### config.mk
export PLATFORM = sky130hd
export DESIGN_NAME = can_ignition_frame_relay_fsm_top
export DESIGN_NICKNAME = d
export VERILOG_FILES = /design/src/sv/cifr_pkg.sv /design/src/sv/cifr_cfg.sv /design/src/sv/cifr_core.sv /design/src/sv/can_ignition_frame_relay_fsm_top.sv
export SDC_FILE = /design/constraint.sdc
export NUM_CORES = 1
export LEC_CHECK = 0
export BUFFER_PORTS_ARGS = -buffer_cell sky130_fd_sc_hd__buf_2
export CORE_MARGIN = 2
export CORE_UTILIZATION = 60
export DETAILED_ROUTE_END_ITERATION = 8
export HOLD_SLACK_MARGIN = 0.15
export PLACE_DENSITY = 0.92
export SYNTH_ARGS = -nofsm -noshare
export SYNTH_HDL_FRONTEND = slang
export SYNTH_SLANG_ARGS = --single-unit
### constraint.sdc
create_clock -name clk -period 10.9 [get_ports clk]
set_input_delay 2.18 -clock clk [delete_from_list [all_inputs] [get_ports clk]]
set_output_delay 2.18 -clock clk [all_outputs]
set_load 0.05 [all_outputs]
### src/sv/cifr_pkg.sv
`timescale 1ns / 1ps
// Shared types and constants for the ignition frame relay controller.
// No dependencies.
package cifr_pkg;

    localparam int IdW   = 29;
    localparam int LenW  = 4;
    localparam int DataW = 64;
    localparam int TickW = 16;
    localparam int BlinkW = 8;
    localparam int CfgIdxW = 2;
    localparam int CfgDataW = 29;

    typedef enum logic [1:0] {
        MODE_IDLE   = 2'd0,
        MODE_PRE    = 2'd1,
        MODE_FORCED = 2'd2,
        MODE_ECHO   = 2'd3
    } mode_t;

    typedef enum logic [1:0] {
        CMD_TICK_FAST = 2'd0,
        CMD_TICK_SLOW = 2'd1,
        CMD_CAR_FRAME = 2'd2,
        CMD_HU_FRAME  = 2'd3
    } cmd_t;

    localparam logic [CfgIdxW-1:0] CFG_WATCHED_ID     = 2'd0;
    localparam logic [CfgIdxW-1:0] CFG_SHUTDOWN_TICKS = 2'd1;
    localparam logic [CfgIdxW-1:0] CFG_LOSS_TICKS     = 2'd2;

    localparam logic [IdW-1:0]   WATCHED_ID_RST     = 29'h130;
    localparam logic [TickW-1:0] SHUTDOWN_TICKS_RST = 16'd30000;
    localparam logic [TickW-1:0] LOSS_TICKS_RST     = 16'd200;

    localparam logic [BlinkW-1:0] BLINK_SAT = 8'd255;

    localparam logic SEND_PORT_HU  = 1'b0;
    localparam logic SEND_PORT_CAR = 1'b1;

    typedef struct packed {
        logic [IdW-1:0]   watched_id;
        logic [TickW-1:0] shutdown_ticks;
        logic [TickW-1:0] loss_ticks;
    } cfg_t;

    typedef struct packed {
        cmd_t             cmd;
        logic [IdW-1:0]   frame_id;
        logic [LenW-1:0]  frame_len;
        logic [DataW-1:0] frame_data;
    } item_t;

    typedef struct packed {
        logic             send_valid;
        logic             send_port;
        logic [IdW-1:0]   send_id;
        logic [LenW-1:0]  send_len;
        logic [DataW-1:0] send_data;
        logic             led_level;
        mode_t            mode;
    } result_t;

    function automatic logic [BlinkW-1:0] blink_limit(mode_t m);
        logic [BlinkW-1:0] lim;
        unique case (m)
            MODE_IDLE:   lim = 8'd199;
            MODE_PRE:    lim = 8'd99;
            MODE_FORCED: lim = 8'd4;
            MODE_ECHO:   lim = 8'd19;
            default:     lim = 8'd199;
        endcase
        return lim;
    endfunction

endpackage

### src/sv/cifr_cfg.sv
`timescale 1ns / 1ps
// Configuration register bank: watched id and the two timer thresholds.
// Depends on cifr_pkg.
module cifr_cfg (
    input  logic                          clk,
    input  logic                          rst_n,
    input  logic                          cfg_we,
    input  logic [cifr_pkg::CfgIdxW-1:0]  cfg_index,
    input  logic [cifr_pkg::CfgDataW-1:0] cfg_data,
    output cifr_pkg::cfg_t                cfg
);

    cifr_pkg::cfg_t cfg_reg;

    always_ff @(posedge clk or negedge rst_n)
    begin
        if (!rst_n)
        begin
            cfg_reg.watched_id     <= cifr_pkg::WATCHED_ID_RST;
            cfg_reg.shutdown_ticks <= cifr_pkg::SHUTDOWN_TICKS_RST;
            cfg_reg.loss_ticks     <= cifr_pkg::LOSS_TICKS_RST;
        end
        else if (cfg_we)
        begin
            if (cfg_index == cifr_pkg::CFG_WATCHED_ID)
                cfg_reg.watched_id <= cfg_data;
            else if (cfg_index == cifr_pkg::CFG_SHUTDOWN_TICKS)
                cfg_reg.shutdown_ticks <= cfg_data[cifr_pkg::TickW-1:0];
            else if (cfg_index == cifr_pkg::CFG_LOSS_TICKS)
                cfg_reg.loss_ticks <= cfg_data[cifr_pkg::TickW-1:0];
        end
    end

    assign cfg = cfg_reg;

endmodule

### src/sv/cifr_core.sv
`timescale 1ns / 1ps
// Mode machine, timers, LED blink and stored ignition frame; computes the
// result for one item from the current state. Depends on cifr_pkg.
module cifr_core (
    input  logic             clk,
    input  logic             rst_n,
    input  cifr_pkg::cfg_t   cfg,
    input  cifr_pkg::item_t  item,
    input  logic             advance,
    output cifr_pkg::result_t result
);

    cifr_pkg::mode_t                  mode_reg, mode_next;
    logic [cifr_pkg::TickW-1:0]       ign_timer_reg, ign_timer_next;
    logic [cifr_pkg::TickW-1:0]       loss_timer_reg, loss_timer_next;
    logic [cifr_pkg::BlinkW-1:0]      blink_reg, blink_next;
    logic                             led_reg, led_next;
    logic                             have_stored_reg, have_stored_next;
    logic [cifr_pkg::IdW-1:0]         stored_id_reg;
    logic [cifr_pkg::LenW-1:0]        stored_len_reg;
    logic [cifr_pkg::DataW-1:0]       stored_data_reg;
    logic                             store_en;

    always_ff @(posedge clk or negedge rst_n)
    begin
        if (!rst_n)
        begin
            mode_reg        <= cifr_pkg::MODE_IDLE;
            ign_timer_reg   <= '0;
            loss_timer_reg  <= '0;
            blink_reg       <= '0;
            led_reg         <= 1'b0;
            have_stored_reg <= 1'b0;
        end
        else if (advance)
        begin
            mode_reg        <= mode_next;
            ign_timer_reg   <= ign_timer_next;
            loss_timer_reg  <= loss_timer_next;
            blink_reg       <= blink_next;
            led_reg         <= led_next;
            have_stored_reg <= have_stored_next;
        end
    end

    always_ff @(posedge clk)
    begin
        if (advance && store_en)
        begin
            stored_id_reg   <= item.frame_id;
            stored_len_reg  <= item.frame_len;
            stored_data_reg <= item.frame_data;
        end
    end

    always_comb
    begin
        cifr_pkg::mode_t m1;
        logic [cifr_pkg::DataW-1:0] fdata;

        mode_next        = mode_reg;
        ign_timer_next   = ign_timer_reg;
        loss_timer_next  = loss_timer_reg;
        blink_next       = blink_reg;
        led_next         = led_reg;
        have_stored_next = have_stored_reg;
        store_en         = 1'b0;
        m1               = mode_reg;
        fdata            = item.frame_data;

        result.send_valid = 1'b0;
        result.send_port  = cifr_pkg::SEND_PORT_HU;
        result.send_id    = '0;
        result.send_len   = '0;
        result.send_data  = '0;

        unique case (item.cmd)
            cifr_pkg::CMD_TICK_FAST:
            begin
                if (blink_reg >= cifr_pkg::blink_limit(mode_reg))
                begin
                    blink_next = '0;
                    led_next   = ~led_reg;
                end
                else if (blink_reg < cifr_pkg::BLINK_SAT)
                begin
                    blink_next = blink_reg + 8'd1;
                end

                if (mode_reg != cifr_pkg::MODE_IDLE && ign_timer_reg < cfg.shutdown_ticks)
                    ign_timer_next = ign_timer_reg + 16'd1;
                if (ign_timer_next >= cfg.shutdown_ticks)
                begin
                    if (mode_reg == cifr_pkg::MODE_FORCED)
                        m1 = cifr_pkg::MODE_PRE;
                    else if (mode_reg == cifr_pkg::MODE_ECHO)
                        m1 = cifr_pkg::MODE_IDLE;
                end

                if ((m1 == cifr_pkg::MODE_FORCED || m1 == cifr_pkg::MODE_PRE)
                    && loss_timer_reg < cfg.loss_ticks)
                    loss_timer_next = loss_timer_reg + 16'd1;
                mode_next = m1;
                if (loss_timer_next >= cfg.loss_ticks)
                begin
                    if (m1 == cifr_pkg::MODE_FORCED)
                        mode_next = cifr_pkg::MODE_ECHO;
                    else if (m1 == cifr_pkg::MODE_PRE)
                        mode_next = cifr_pkg::MODE_IDLE;
                end
            end
            cifr_pkg::CMD_TICK_SLOW:
            begin
                if (mode_reg == cifr_pkg::MODE_ECHO && have_stored_reg)
                begin
                    result.send_valid = 1'b1;
                    result.send_port  = cifr_pkg::SEND_PORT_HU;
                    result.send_id    = stored_id_reg;
                    result.send_len   = stored_len_reg;
                    result.send_data  = stored_data_reg | 64'd1;
                end
            end
            cifr_pkg::CMD_CAR_FRAME:
            begin
                if (item.frame_id == cfg.watched_id)
                begin
                    store_en         = 1'b1;
                    have_stored_next = 1'b1;
                    loss_timer_next  = '0;
                    if (mode_reg == cifr_pkg::MODE_IDLE || mode_reg == cifr_pkg::MODE_ECHO
                        || item.frame_data[0])
                    begin
                        ign_timer_next = '0;
                        mode_next      = cifr_pkg::MODE_FORCED;
                    end
                    if (mode_next == cifr_pkg::MODE_FORCED)
                        fdata[0] = 1'b1;
                end
                result.send_valid = 1'b1;
                result.send_port  = cifr_pkg::SEND_PORT_HU;
                result.send_id    = item.frame_id;
                result.send_len   = item.frame_len;
                result.send_data  = fdata;
            end
            cifr_pkg::CMD_HU_FRAME:
            begin
                result.send_valid = 1'b1;
                result.send_port  = cifr_pkg::SEND_PORT_CAR;
                result.send_id    = item.frame_id;
                result.send_len   = item.frame_len;
                result.send_data  = item.frame_data;
            end
            default:
            begin
                mode_next = mode_reg;
            end
        endcase

        result.led_level = led_next;
        result.mode      = mode_next;
    end

endmodule

### src/sv/can_ignition_frame_relay_fsm_top.sv
`timescale 1ns / 1ps
// Top level of the ignition frame relay controller.
// Depends on cifr_pkg, cifr_cfg and cifr_core.
//
// Usage:
//   Input channel (in_valid / in_stall) carries one item per transfer: cmd
//   selects a 100 Hz tick, a 1 Hz tick, a car frame or a head-unit frame;
//   frame_id, frame_len and frame_data go with frames.
//   Output channel (out_valid / out_stall) returns exactly one result per
//   item: send_valid with send_port/id/len/data, plus led_level and mode
//   as they stand after the item.
//   Timing: an accepted item is registered, processed against the current
//   state, and its result is registered in the result register; out_valid
//   is high from then on until the transfer.
//   Throughput: one item per cycle while the receiver does not stall, set
//   by the state update between the input register and the result register.
//   When the receiver stalls, the result register holds; the input register
//   then holds one more item and in_stall rises until the result drains.
//   Configuration (cfg_we, cfg_index, cfg_data) must be written only while idle;
//   the block does not enforce it. Reset clears mode, timers, LED, the stored-frame
//   flag and both registers' valid flags; configuration returns to its defaults.
module can_ignition_frame_relay_fsm_top (
    input  logic                          clk,
    input  logic                          rst_n,
    input  logic                          cfg_we,
    input  logic [cifr_pkg::CfgIdxW-1:0]  cfg_index,
    input  logic [cifr_pkg::CfgDataW-1:0] cfg_data,
    input  logic                          in_valid,
    output logic                          in_stall,
    input  logic [1:0]                    cmd,
    input  logic [cifr_pkg::IdW-1:0]      frame_id,
    input  logic [cifr_pkg::LenW-1:0]     frame_len,
    input  logic [cifr_pkg::DataW-1:0]    frame_data,
    output logic                          out_valid,
    input  logic                          out_stall,
    output logic                          send_valid,
    output logic                          send_port,
    output logic [cifr_pkg::IdW-1:0]      send_id,
    output logic [cifr_pkg::LenW-1:0]     send_len,
    output logic [cifr_pkg::DataW-1:0]    send_data,
    output logic                          led_level,
    output logic [1:0]                    mode
);

    cifr_pkg::cfg_t    cfg;
    cifr_pkg::item_t   item_reg;
    cifr_pkg::result_t result;
    cifr_pkg::result_t res_reg;
    logic              item_vld_reg;
    logic              res_vld_reg;
    logic              advance;
    logic              in_take;

    cifr_cfg u_cfg (
        .clk       (clk),
        .rst_n     (rst_n),
        .cfg_we    (cfg_we),
        .cfg_index (cfg_index),
        .cfg_data  (cfg_data),
        .cfg       (cfg)
    );

    cifr_core u_core (
        .clk     (clk),
        .rst_n   (rst_n),
        .cfg     (cfg),
        .item    (item_reg),
        .advance (advance),
        .result  (result)
    );

    assign advance  = item_vld_reg && (!res_vld_reg || !out_stall);
    assign in_stall = item_vld_reg && !advance;
    assign in_take  = in_valid && !in_stall;

    always_ff @(posedge clk or negedge rst_n)
    begin
        if (!rst_n)
        begin
            item_vld_reg <= 1'b0;
            res_vld_reg  <= 1'b0;
        end
        else
        begin
            item_vld_reg <= in_take || (item_vld_reg && !advance);
            if (advance)
                res_vld_reg <= 1'b1;
            else if (!out_stall)
                res_vld_reg <= 1'b0;
        end
    end

    always_ff @(posedge clk)
    begin
        if (in_take)
        begin
            item_reg.cmd        <= cifr_pkg::cmd_t'(cmd);
            item_reg.frame_id   <= frame_id;
            item_reg.frame_len  <= frame_len;
            item_reg.frame_data <= frame_data;
        end
        if (advance)
            res_reg <= result;
    end

    assign out_valid  = res_vld_reg;
    assign send_valid = res_reg.send_valid;
    assign send_port  = res_reg.send_port;
    assign send_id    = res_reg.send_id;
    assign send_len   = res_reg.send_len;
    assign send_data  = res_reg.send_data;
    assign led_level  = res_reg.led_level;
    assign mode       = res_reg.mode;

endmodule
---- Word-level counts from Yosys, hierarchy flattened ----
Cells that the tools add are included.
Widths: inputs -> output; s select.
cells by class
  $add $sub $neg .......................... 3
  bitwise logic cells ..................... 3
  magnitude comparators ................... 6
  reduce and logical (&&, ||, !) cells .... 29
  eq/ne operators ......................... 15
  mux-type cells .......................... 35
operators with widths
  operator               count
  $pmux 99 s3            1
  $mux 16                7
  $mux 99                1
  $pmux 16 s2            2
  $add 16x1->16 const B  2
  $ge 16x16->1           2
  $lt 16x16->1           2
  $pmux 8 s4             1
  $eq 29x29->1           1
  $mux 8                 3
  $mux 2                 11
  $eq 2x2->1 const B     7
  $reduce_and 3->1       4
  $add 8x1->8 const B    1
  $eq 2x1->1 const B     4
  $ge 8x8->1             1
  $lt 8x8->1 const B     1
  $mux 1                 8
  $reduce_and 4->1       2
  $logic_and 1x1->1      7
  $logic_not 2->1        3
  $ne 2x1->1 const B     3
  $reduce_bool 2->1      3
  $logic_or 1x1->1       5
  other kinds (4)        9
word-level totals
  flip-flop bits (word level) ............. 405
  input bits .............................. 135
  output and inout port bits .............. 104

---- Longest topological paths before layout ----
Gate-level depths: netlist (run 1).
  depth in word-level cells ............... 15
  mapped depth ............................ 18

---- By module ----
From an unflattened synthesis (run 1), not the netlist that was laid out.
second synthesis, totals
  cells, all modules ...................... 1140
  area, all modules ....................... 17138.9 µm²
by module, submodules not included
  module                            area an instance (µm²)  times used  cells an instance  sequential area each (µm²)
  cifr_core                         8707.1                  1           801                3983.8
  can_ignition_frame_relay_fsm_top  6128.4                  1           209                6085.8
  cifr_cfg                          2303.5                  1           130                1542.7

---- Least setup slack after synthesis (run 1) ----
OpenSTA, ideal clock, no wires.
  path type ............................... input port to flip-flop
  from .................................... in out_stall
  to ...................................... reg u_core.stored_data_reg[10] (netlist bit) (enable)
  data required time ...................... 10.433 ns
  stages on the path ...................... 4
  library setup time ...................... 0.467 ns
  setup slack ............................. 2.644 ns
  arrival time ............................ 7.789 ns
  cell sequence ........................... nand2_1 > and2_1 > clkbuf_1 > and3_1
on the way
  cells in the longest elaborated chain, start to end .. 4
RTL lines
  what                    RTL line                                text
  start: declaration      can_ignition_frame_relay_fsm_top.sv:35  input logic out_stall,
  $logic_not 1->1         -
  $logic_or 1x1->1        can_ignition_frame_relay_fsm_top.sv:72  assign advance = item_vld_reg && (!res_vld_reg || !out_stall);
  $logic_and 1x1->1       can_ignition_frame_relay_fsm_top.sv:72
  net advance             can_ignition_frame_relay_fsm_top.sv:51  logic advance;
  $logic_and 1x1->1       cifr_core.sv:48                         if (advance && store_en)
  end signal: assignment  cifr_core.sv:52                         stored_data_reg <= item.frame_data;
  end: declaration        cifr_core.sv:21                         logic [cifr_pkg::DataW-1:0] stored_data_reg;
The timed path passes the listed nets, and every way through them passes these cells.
A chain may end at the register's enable or synchronous reset.

---- Worst setup path in the final report (run 1) ----
  from .................................... in out_stall
  to ...................................... reg u_core.stored_id_reg[28] (netlist bit) (enable)
on the way
  cells in the longest elaborated chain, start to end .. 4
RTL lines
  what                    RTL line                                text
  $logic_not 1->1         -
  $logic_or 1x1->1        can_ignition_frame_relay_fsm_top.sv:72
  $logic_and 1x1->1       can_ignition_frame_relay_fsm_top.sv:72
  $logic_and 1x1->1       cifr_core.sv:48
  end signal: assignment  cifr_core.sv:50                         stored_id_reg <= item.frame_id;
  end: declaration        cifr_core.sv:19                         logic [cifr_pkg::IdW-1:0] stored_id_reg;
Every way passes these cells.

==> flow_summary.ini, run 1 <==
[finish]
area_growth_pct = 17.1
final_common_cell = edfxtp_1
largest_reg_flops = 99
fin_area_mm2 = 0.0201
fill_cells = 1693
layout-drive-gt1-share_pct = 28.4
final_cell_mix = edfxtp_1 (297), buf_2 (237), a22o_1 (97), dfrtp_1 (94), ha_1 (78)
final_nets = 1597
multi_input_area_mm2 = 0.00517
regArea_mm2 = 0.0116

[timing]
min_period_over_period_pct = 46.7
skew_ns = 0.0235
max_freq_ghz = 0.197
relSlewSlack_pct = 23.1
tns_ns = 0
setup_violations = 0
layout_min_cycle_time_ns = 5.09
finalHoldViolations = 0
drv_slew = 0
rsz0062_at_grt = false
tightest_slew_ns = 1.15

[logic_synthesis]
synth-seq-cells = 404
synth_area_per_cell_um2 = 15.1
synth_ff_type = edfxtp_1
synth_cells = 1138
ys_warn_count = 0
post_synth_num_cell_types = 66
synth_fp_nets = 1351
synth-async-reset-ratio_pct = 26.5
syn_area_mm2 = 0.0171
synth_edf_count = 297
seq_area_frac_synth_pct = 67.8

[place]
postPlaceCellArea_mm2 = 0.0187
routabilityCongestion = 0.853
portBuffers = 238
dp.final_hpwl_um = 26900

[clocking]
holdBufCountCts = 0
post-cts-setup-buffer-count = 0
htreeDepth = 2
clk_pin_slew_ns = 0.06
root_buffer = clkbuf_16
clock_path_buffers = 3
ctsResizeCount = 0
cts_tree = built
clock_latency_ns = 0.56
clkSinkCount = 404
numCtsBuffers = 41

[critical_path]
crit_slowest_cell = buf_4
path_common_cell = buf_4
r2r_start = u_cfg.cfg[21]$_DFFE_PN1P_
cp.depth = 6
cpPeakStageDelay_ns = 0.75
reg2reg_slack_ns = 5.90
worstSetupPathType = input pin to register
arrival_ns = 5.26
cp_cell_sequence = buf_2 > nand2_1 > and2_4 > buf_4 > and3_4 > buf_4
r2r_cells = 15
path_max_fanout = 56
crit_family = buffers and inverters
crit_buf_inv = 3
crit_required_ns = 11.07
crit_path_start_kind = input pin
reg2reg_to = mode[0]$_DFFE_PP_
worstSetupEndpointType = register

[hold_path]
holdPathStages = 0
min_to = u_core.stored_data_reg[53]$_DFFE_PP_
hold_class = register to register
hp-start = item_reg[53]$_DFFE_PP_

[pwr]
ir_drop_uv = 140
clockPowerShare_pct = 35.1
p_int_mw = 2.82
comb_power_share_pct = 16.5
p_switching_mw = 1.10
pwr_density_cell_mw_per_mm2 = 195
p_sw_share_pct = 28.0
seq_power_share_pct = 48.4
p_leak_nw = 8.28

[route]
ant_nets = 0
drt_iter0_markers = 1412
drt-pass1-iter-count = 5
drc = 0
routed_via_density = 6.14
vias = 11100
drt-total-wl_um = 41200
avgRoutedWirePerCell_um = 22.9

[grt]
grt_usage_pct = 27.2
grt_max_degree = 87
grt_pass1_vias = 11000
globalRouteOverflowTotal = 0
grt_pass1_wl_um = 63200
grt_antenna_before_repair = 8

[run]
cap_violations = 0

[outcome]
status = finished clean

[floorplan]
die_h_um = 173
start_util_pct = 61.3
die_area_mm2 = 0.0299
pin_count = 239
fp.dieW_um = 173
core_area_mm2 = 0.0279
fp-row-count = 61
## stage by stage
stage	instances	worst slack, ns	hold slack [ns]	power (mW)	utilization, %
global placement	1719	5.34	0.433	2.52	67.0
global route	1801	5.45	0.461	4.07	71.8
finish	1802	5.81	0.444	3.92	71.8
CTS	1795	5.83	0.449	3.93	71.8
detailed placement	1719	5.31	0.438	2.56	67.0
floorplan	1138	2.64	0.428	2.37	-
## kinds of logic (layout without fill, tap and decap cells)
logic type      after synthesis  after routing  synth area share, %
flops                       404            404                 67.8
other cells                   0              7                    0
buf+inv                      94            373                 2.15
xor+xnor                     61             61                 3.12
compound gates              240            240                 10.6
simple gates                192            192                 6.14
mux                          69             69                 4.49
fa+ha+maj                    78             78                 5.70
## worst max-delay path by stage
stage                              start                                    to
2_1_floorplan                  out_stall  u_core.stored_data_reg[10]$_DFFE_PP_
3_3_place_gp                   out_stall  u_core.stored_data_reg[35]$_DFFE_PP_
3_5_place_dp                   out_stall  u_core.stored_data_reg[43]$_DFFE_PP_
4_1_cts                        out_stall  u_core.stored_data_reg[47]$_DFFE_PP_
5_1_grt        u_cfg.cfg[21]$_DFFE_PN1P_                     mode[0]$_DFFE_PP_
6_report                       out_stall    u_core.stored_id_reg[28]$_DFFE_PP_
## area by class of cell
type / instances / area share [%]
antenna: 7 / 0.0873
clock buffer: 61 / 5.84
clock inverter: 15 / 0.792
inverter: 48 / 0.898
multi-input combinational: 640 / 25.8
sequential: 404 / 57.9
tap: 378 / 2.36
timing repair buffer: 249 / 6.36
## power by group through the flow
stage	Sequential [mW]	Clock [mW]	Combinational [mW]
after CTS	1.90	1.39	0.642
after detailed placement	1.92	0	0.633
after global placement	1.91	0	0.602
final	1.90	1.38	0.645
after global routing	1.91	1.45	0.707
after floorplan	2.02	0	0.350
## cell usage after synthesis, types with 14 or more instances
cell type | count | share of area, %
a21o_1 | 14 | 0.61
a21oi_1 | 34 | 0.99
a22o_1 | 97 | 5.0
and3_1 | 18 | 0.66
clkbuf_1 | 34 | 0.74
dfrtp_1 | 94 | 14
edfxtp_1 | 297 | 52
ha_1 | 78 | 5.7
inv_1 | 48 | 1.1
mux2_2 | 63 | 4.1
nand2_1 | 43 | 0.94
nand3_1 | 18 | 0.53
nand4_1 | 18 | 0.66
nor2_1 | 25 | 0.55
o21ai_0 | 25 | 0.73
xnor2_1 | 29 | 1.5
xor2_1 | 32 | 1.6
## layer usage
| metal | vias to the layer above | share of wire, % | track usage, % | wire [µm] |
|---|---|---|---|---|
| li1 | 4878 | - | - | - |
| met2 | 617 | 50 | 46.1 | 20500 |
| met3 | 109 | 7.4 | 4.55 | 3060 |
| met4 | 2 | 4.2 | 11.8 | 1710 |
| met1 | 5460 | 39 | 34.9 | 15900 |
| met5 | - | 0.032 | 0 | 13 |
No activity file was read; power rests on OpenSTA's default activity.
==> run 2, diff against run 1 <==
--- a/config.mk
+++ b/config.mk
@@ -7,10 +7,10 @@
 export LEC_CHECK = 0
 export BUFFER_PORTS_ARGS = -buffer_cell sky130_fd_sc_hd__buf_2
 export CORE_MARGIN = 2
-export CORE_UTILIZATION = 60
+export CORE_UTILIZATION = 57
 export DETAILED_ROUTE_END_ITERATION = 8
 export HOLD_SLACK_MARGIN = 0.15
-export PLACE_DENSITY = 0.92
+export PLACE_DENSITY = 0.88
 export SYNTH_ARGS = -nofsm -noshare
 export SYNTH_HDL_FRONTEND = slang
 export SYNTH_SLANG_ARGS = --single-unit
==> constraint.sdc (replaced) <==
create_clock -name clk -period 5.2 [get_ports clk]
set_input_delay 1.04 -clock clk [delete_from_list [all_inputs] [get_ports clk]]
set_output_delay 1.04 -clock clk [all_outputs]
set_load 0.05 [all_outputs]
==> flow_summary.ini, run 2 (same netlist as run 1, synthesis figures left out) <==
[floorplan]
die_h_um = 177
start_util_pct = 57.8
fp-row-count = 63
pin_count = 239
die_area_mm2 = 0.0315
fp.dieW_um = 177
core_area_mm2 = 0.0296

[critical_path]
cp_cell_sequence = ha_1 > a21oi_1 > o21ai_0 > o211ai_1 > o21ai_2 > nor2_1 > xor2_1 > ha_1 > and3_1 > a31oi_1 > o41ai_1 > mux2i_1 > mux2i_1 > o22ai_1
crit_buf_inv = 0
crit_required_ns = 5.48
r2r_start = u_core.loss_timer_reg[9]$_DFFE_PN0P_
arrival_ns = 4.72
crit_slowest_cell = o41ai_1
reg2reg_slack_ns = 0.76
r2r_cells = 14
cpPeakStageDelay_ns = 0.66
reg2reg_to = mode[0]$_DFFE_PP_
crit_path_start_kind = register
worstSetupPathType = register to register
path_max_fanout = 13
crit_family = compound AO/OA/AOI/OAI gates
worstSetupEndpointType = register

[timing]
min_period_over_period_pct = 85.3
max_freq_ghz = 0.225
drv_slew = 0
rsz0062_at_grt = false
tightest_slew_ns = 1.20
worst_slack_ns = 0.763
skew_ns = 0.0118
relSlewSlack_pct = 19.9
layout_min_cycle_time_ns = 4.44
tns_ns = 0
finalHoldViolations = 0
setup_violations = 0
whs_ns = 0.453

[grt]
grt_antenna_before_repair = 7
grt_usage_pct = 25.1
globalRouteOverflowTotal = 0
grt_pass1_vias = 10700
grt_pass1_wl_um = 60400
grt_max_degree = 98

[clocking]
ctsResizeCount = 0
post-cts-setup-buffer-count = 0
root_buffer = clkbuf_16
holdBufCountCts = 0
clock_path_buffers = 3
clkSinkCount = 404
clock_latency_ns = 0.53
htreeDepth = 2
clk_pin_slew_ns = 0.06
numCtsBuffers = 41
cts_tree = built

[finish]
final_nets = 1601
fill_cells = 1960
post-route-util_pct = 67.9
largest_reg_flops = 99
final_common_cell = edfxtp_1
fin_area_mm2 = 0.0201
layout-drive-gt1-share_pct = 28.7
final_cell_mix = edfxtp_1 (297), buf_2 (237), a22o_1 (97), dfrtp_1 (94), ha_1 (78)
area_growth_pct = 17.5
finalNonFillerCells = 1817

[pwr]
p_total_mw = 8.25
pwr_density_cell_mw_per_mm2 = 410
ir_drop_uv = 306
p_leak_nw = 8.31

[hold_path]
hold_class = register to register
min_to = u_core.stored_data_reg[7]$_DFFE_PP_
holdPathStages = 0
hp-start = item_reg[7]$_DFFE_PP_

[place]
dp.final_hpwl_um = 26800
place_ws_ns = 0.856
postPlaceCellArea_mm2 = 0.0188
portBuffers = 238
routabilityCongestion = 0.858
place_inst = 1735

[route]
drt-pass1-iter-count = 5
drt-total-wl_um = 39800
drc = 0
vias = 10800
ant_nets = 0
avgRoutedWirePerCell_um = 21.9
drt_iter0_markers = 973
routed_via_density = 5.94

[outcome]
status = finished clean

[run]
cap_violations = 0
## run 2: cell types whose count changed in the layout (fill, tap and decap cells not counted), moves of 2 or more
| cell | before | now |
|---|---|---|
| clkinv_1 | 2 | 4 |
| clkbuf_1 | 14 | 10 |
| clkbuf_8 | 5 | 1 |
| clkinv_2 | 6 | 9 |
| buf_4 | 12 | 16 |
| bufinv_16 | 1 | 5 |
| clkinv_4 | 2 | 0 |
## run 2: report_power, final
part	switching [mW]	internal (mW)	leakage, nW	total, mW
Combinational	0.834	0.504	3.51	1.34
Clock	1.20	1.75	0.656	2.95
Sequential	0.194	3.78	4.14	3.97
## run 2: cell type report
type / count / area [µm²] / share of cell area [%]
flip-flops and latches: 404 / 11600 / 57.7
multi-input cells: 640 / 5170 / 25.7
repair buffers: 253 / 1310 / 6.49
clock buffers: 53 / 1100 / 5.48
well taps: 390 / 488 / 2.42
clock inverters: 21 / 241 / 1.20
inverters: 48 / 180 / 0.895
diodes: 8 / 20.0 / 0.0995
## run 2: how the worst max path moves through the flow
stage	cells past startpoint	slack (ns)	end	from
floorplan	4	0.70	u_core.stored_data_reg[10]$_DFFE_PP_	out_stall
global placement	15	0.94	mode[0]$_DFFE_PP_	u_cfg.cfg[21]$_DFFE_PN1P_
detailed placement	15	0.86	mode[0]$_DFFE_PP_	u_core.loss_timer_reg[5]$_DFFE_PN0P_
CTS	15	0.84	mode[0]$_DFFE_PP_	u_core.loss_timer_reg[5]$_DFFE_PN0P_
global route	14	0.45	mode[0]$_DFFE_PP_	u_core.loss_timer_reg[9]$_DFFE_PN0P_
finish	14	0.76	mode[0]$_DFFE_PP_	u_core.loss_timer_reg[9]$_DFFE_PN0P_
## run 2: per-layer routing
metal	wire, µm	vias up	GRT usage (%)
li1	-	4879	-
met1	15700	5378	33.3
met2	19500	424	40.9
met3	2970	107	4.71
met4	1660	2	10.6
met5	11	-	0
==> run 3, diff against run 2 <==
--- a/config.mk
+++ b/config.mk
@@ -8,9 +8,11 @@
 export BUFFER_PORTS_ARGS = -buffer_cell sky130_fd_sc_hd__buf_2
 export CORE_MARGIN = 2
 export CORE_UTILIZATION = 57
+export CTS_CLUSTER_SIZE = 24
 export DETAILED_ROUTE_END_ITERATION = 8
 export HOLD_SLACK_MARGIN = 0.15
 export PLACE_DENSITY = 0.88
+export REMOVE_ABC_BUFFERS = 1
 export SYNTH_ARGS = -nofsm -noshare
 export SYNTH_HDL_FRONTEND = slang
 export SYNTH_SLANG_ARGS = --single-unit
==> flow_summary.ini, run 3 (same netlist as run 1, synthesis figures left out) <==
[outcome]
status = finished clean

[finish]
area_growth_pct = 17.1
fin_area_mm2 = 0.0201
finalNonFillerCells = 1813
final_common_cell = edfxtp_1
fill_cells = 2017
regArea_mm2 = 0.0116
final_nets = 1601
multi_input_area_mm2 = 0.00517
post-route-util_pct = 67.7
largest_reg_flops = 99
final_cell_mix = edfxtp_1 (297), buf_2 (237), a22o_1 (97), dfrtp_1 (94), ha_1 (78)
layout-drive-gt1-share_pct = 28.6

[place]
dp.final_hpwl_um = 27100
place_inst = 1735
portBuffers = 238
postPlaceCellArea_mm2 = 0.0188
routabilityCongestion = 0.886
place_ws_ns = 0.915

[timing]
rsz0062_at_grt = false
tightest_slew_ns = 1.23
setup_violations = 0
worst_slack_ns = 0.885
relSlewSlack_pct = 17.7
drv_slew = 0
max_freq_ghz = 0.232
skew_ns = 0.0227
layout_min_cycle_time_ns = 4.31
finalHoldViolations = 0
min_period_over_period_pct = 83.0

[hold_path]
holdPathStages = 0
hold_class = register to register

[route]
drt-total-wl_um = 40700
ant_nets = 0
drt_iter0_markers = 944
avgRoutedWirePerCell_um = 22.5
drc = 0
vias = 10800
drt-pass1-iter-count = 8
routed_via_density = 5.98

[clocking]
clk_pin_slew_ns = 0.06
root_buffer = clkbuf_16
holdBufCountCts = 0
clock_latency_ns = 0.53
htreeDepth = 2
clock_path_buffers = 3
post-cts-setup-buffer-count = 0
cts_tree = built
clkSinkCount = 404
ctsResizeCount = 0
numCtsBuffers = 41

[critical_path]
r2r_cells = 16
arrival_ns = 4.58
crit_path_start_kind = register
cp_cell_sequence = inv_1 > ha_1 > and4_1 > a2111oi_0 > o21ai_1 > a21oi_2 > buf_4 > and2_0 > nand3_1 > xnor2_1 > ha_1 > and4_1 > a221oi_1 > o31ai_1 > mux2i_1 > o22ai_1
worstSetupEndpointType = register
crit_buf_inv = 2
crit_slowest_cell = dfstp_2
crit_family = compound AO/OA/AOI/OAI gates
cpPeakStageDelay_ns = 0.52
worstSetupPathType = register to register
path_max_fanout = 19
crit_required_ns = 5.46
cp.depth = 16

[pwr]
p_sw_share_pct = 27.5
p_total_mw = 8.15
ir_drop_uv = 265
clockPowerShare_pct = 34.8
p_int_mw = 5.91
comb_power_share_pct = 16.5
p_switching_mw = 2.24
seq_power_share_pct = 48.7
p_leak_nw = 8.28
pwr_density_cell_mw_per_mm2 = 406

[grt]
use_met3_pct = 4.48
use_met1_pct = 35.1
globalRouteOverflowTotal = 0
met2_usage_pct = 42.4
grt_pass1_wl_um = 62000
grt_usage_pct = 25.8
grt_max_degree = 69
grt_pass1_vias = 10900
grt_antenna_before_repair = 3
top_usage_layer = met2

[floorplan]
start_util_pct = 57.8
fp-row-count = 63
fp.dieW_um = 177
die_area_mm2 = 0.0315
pin_count = 239
core_area_mm2 = 0.0296
die_h_um = 177

[run]
cap_violations = 0
==> run 3: changes by cell type in the layout (fill, tap and decap cells not counted), sizes merged <==
cell / change
inv: +4
diode: -5
clkinv: -1
bufinv: -2
==> run 3: cell type report <==
cell class / count / area share (%)
well taps: 390 / 2.43
clock inverters: 22 / 1.02
clock buffers: 53 / 5.39
diodes: 3 / 0.0374
flip-flops and latches: 404 / 57.9
inverters: 48 / 0.898
multi-input cells: 640 / 25.8
repair buffers: 253 / 6.57
==> run 3: routing by layer <==
layer / vias up / routed length [µm]
met5: - / 7
met4: 2 / 1410
met3: 91 / 2840
met2: 441 / 19800
met1: 5422 / 16700
li1: 4892 / -
==> run 3: power by group through the flow <==
stage	clock, mW	sequential, mW	combinational [mW]
6_report	2.84	3.97	1.34
3_5_place_dp	0	4.03	1.33
5_1_grt	3.00	4.00	1.47
3_3_place_gp	0	4.01	1.28
4_1_cts	2.87	3.97	1.34
2_1_floorplan	0	4.23	0.709
==> run 3: metrics by stage <==
step,hold WS [ns],TNS [ns]
floorplan,0.428,-136.53
global placement,0.434,0
detailed placement,0.438,0
CTS,0.451,0
global route,0.463,0
finish,0.455,0
==> run 3: worst paths after layout <==
path,from,slack (ns),end
min in group asynchronous,rst_n,0.49,u_cfg.cfg[52]$_DFFE_PN0P_
worst max register to register,u_cfg.cfg[21]$_DFFE_PN1P_,0.89,mode[0]$_DFFE_PP_
worst min-delay path,item_reg[66]$_DFFE_PP_,0.46,u_core.stored_len_reg[2]$_DFFE_PP_
worst min register to register,item_reg[66]$_DFFE_PP_,0.46,u_core.stored_len_reg[2]$_DFFE_PP_
max in group asynchronous,rst_n,3.70,out_valid$_DFFE_PN0P_
worst max-delay path,u_cfg.cfg[21]$_DFFE_PN1P_,0.89,mode[0]$_DFFE_PP_
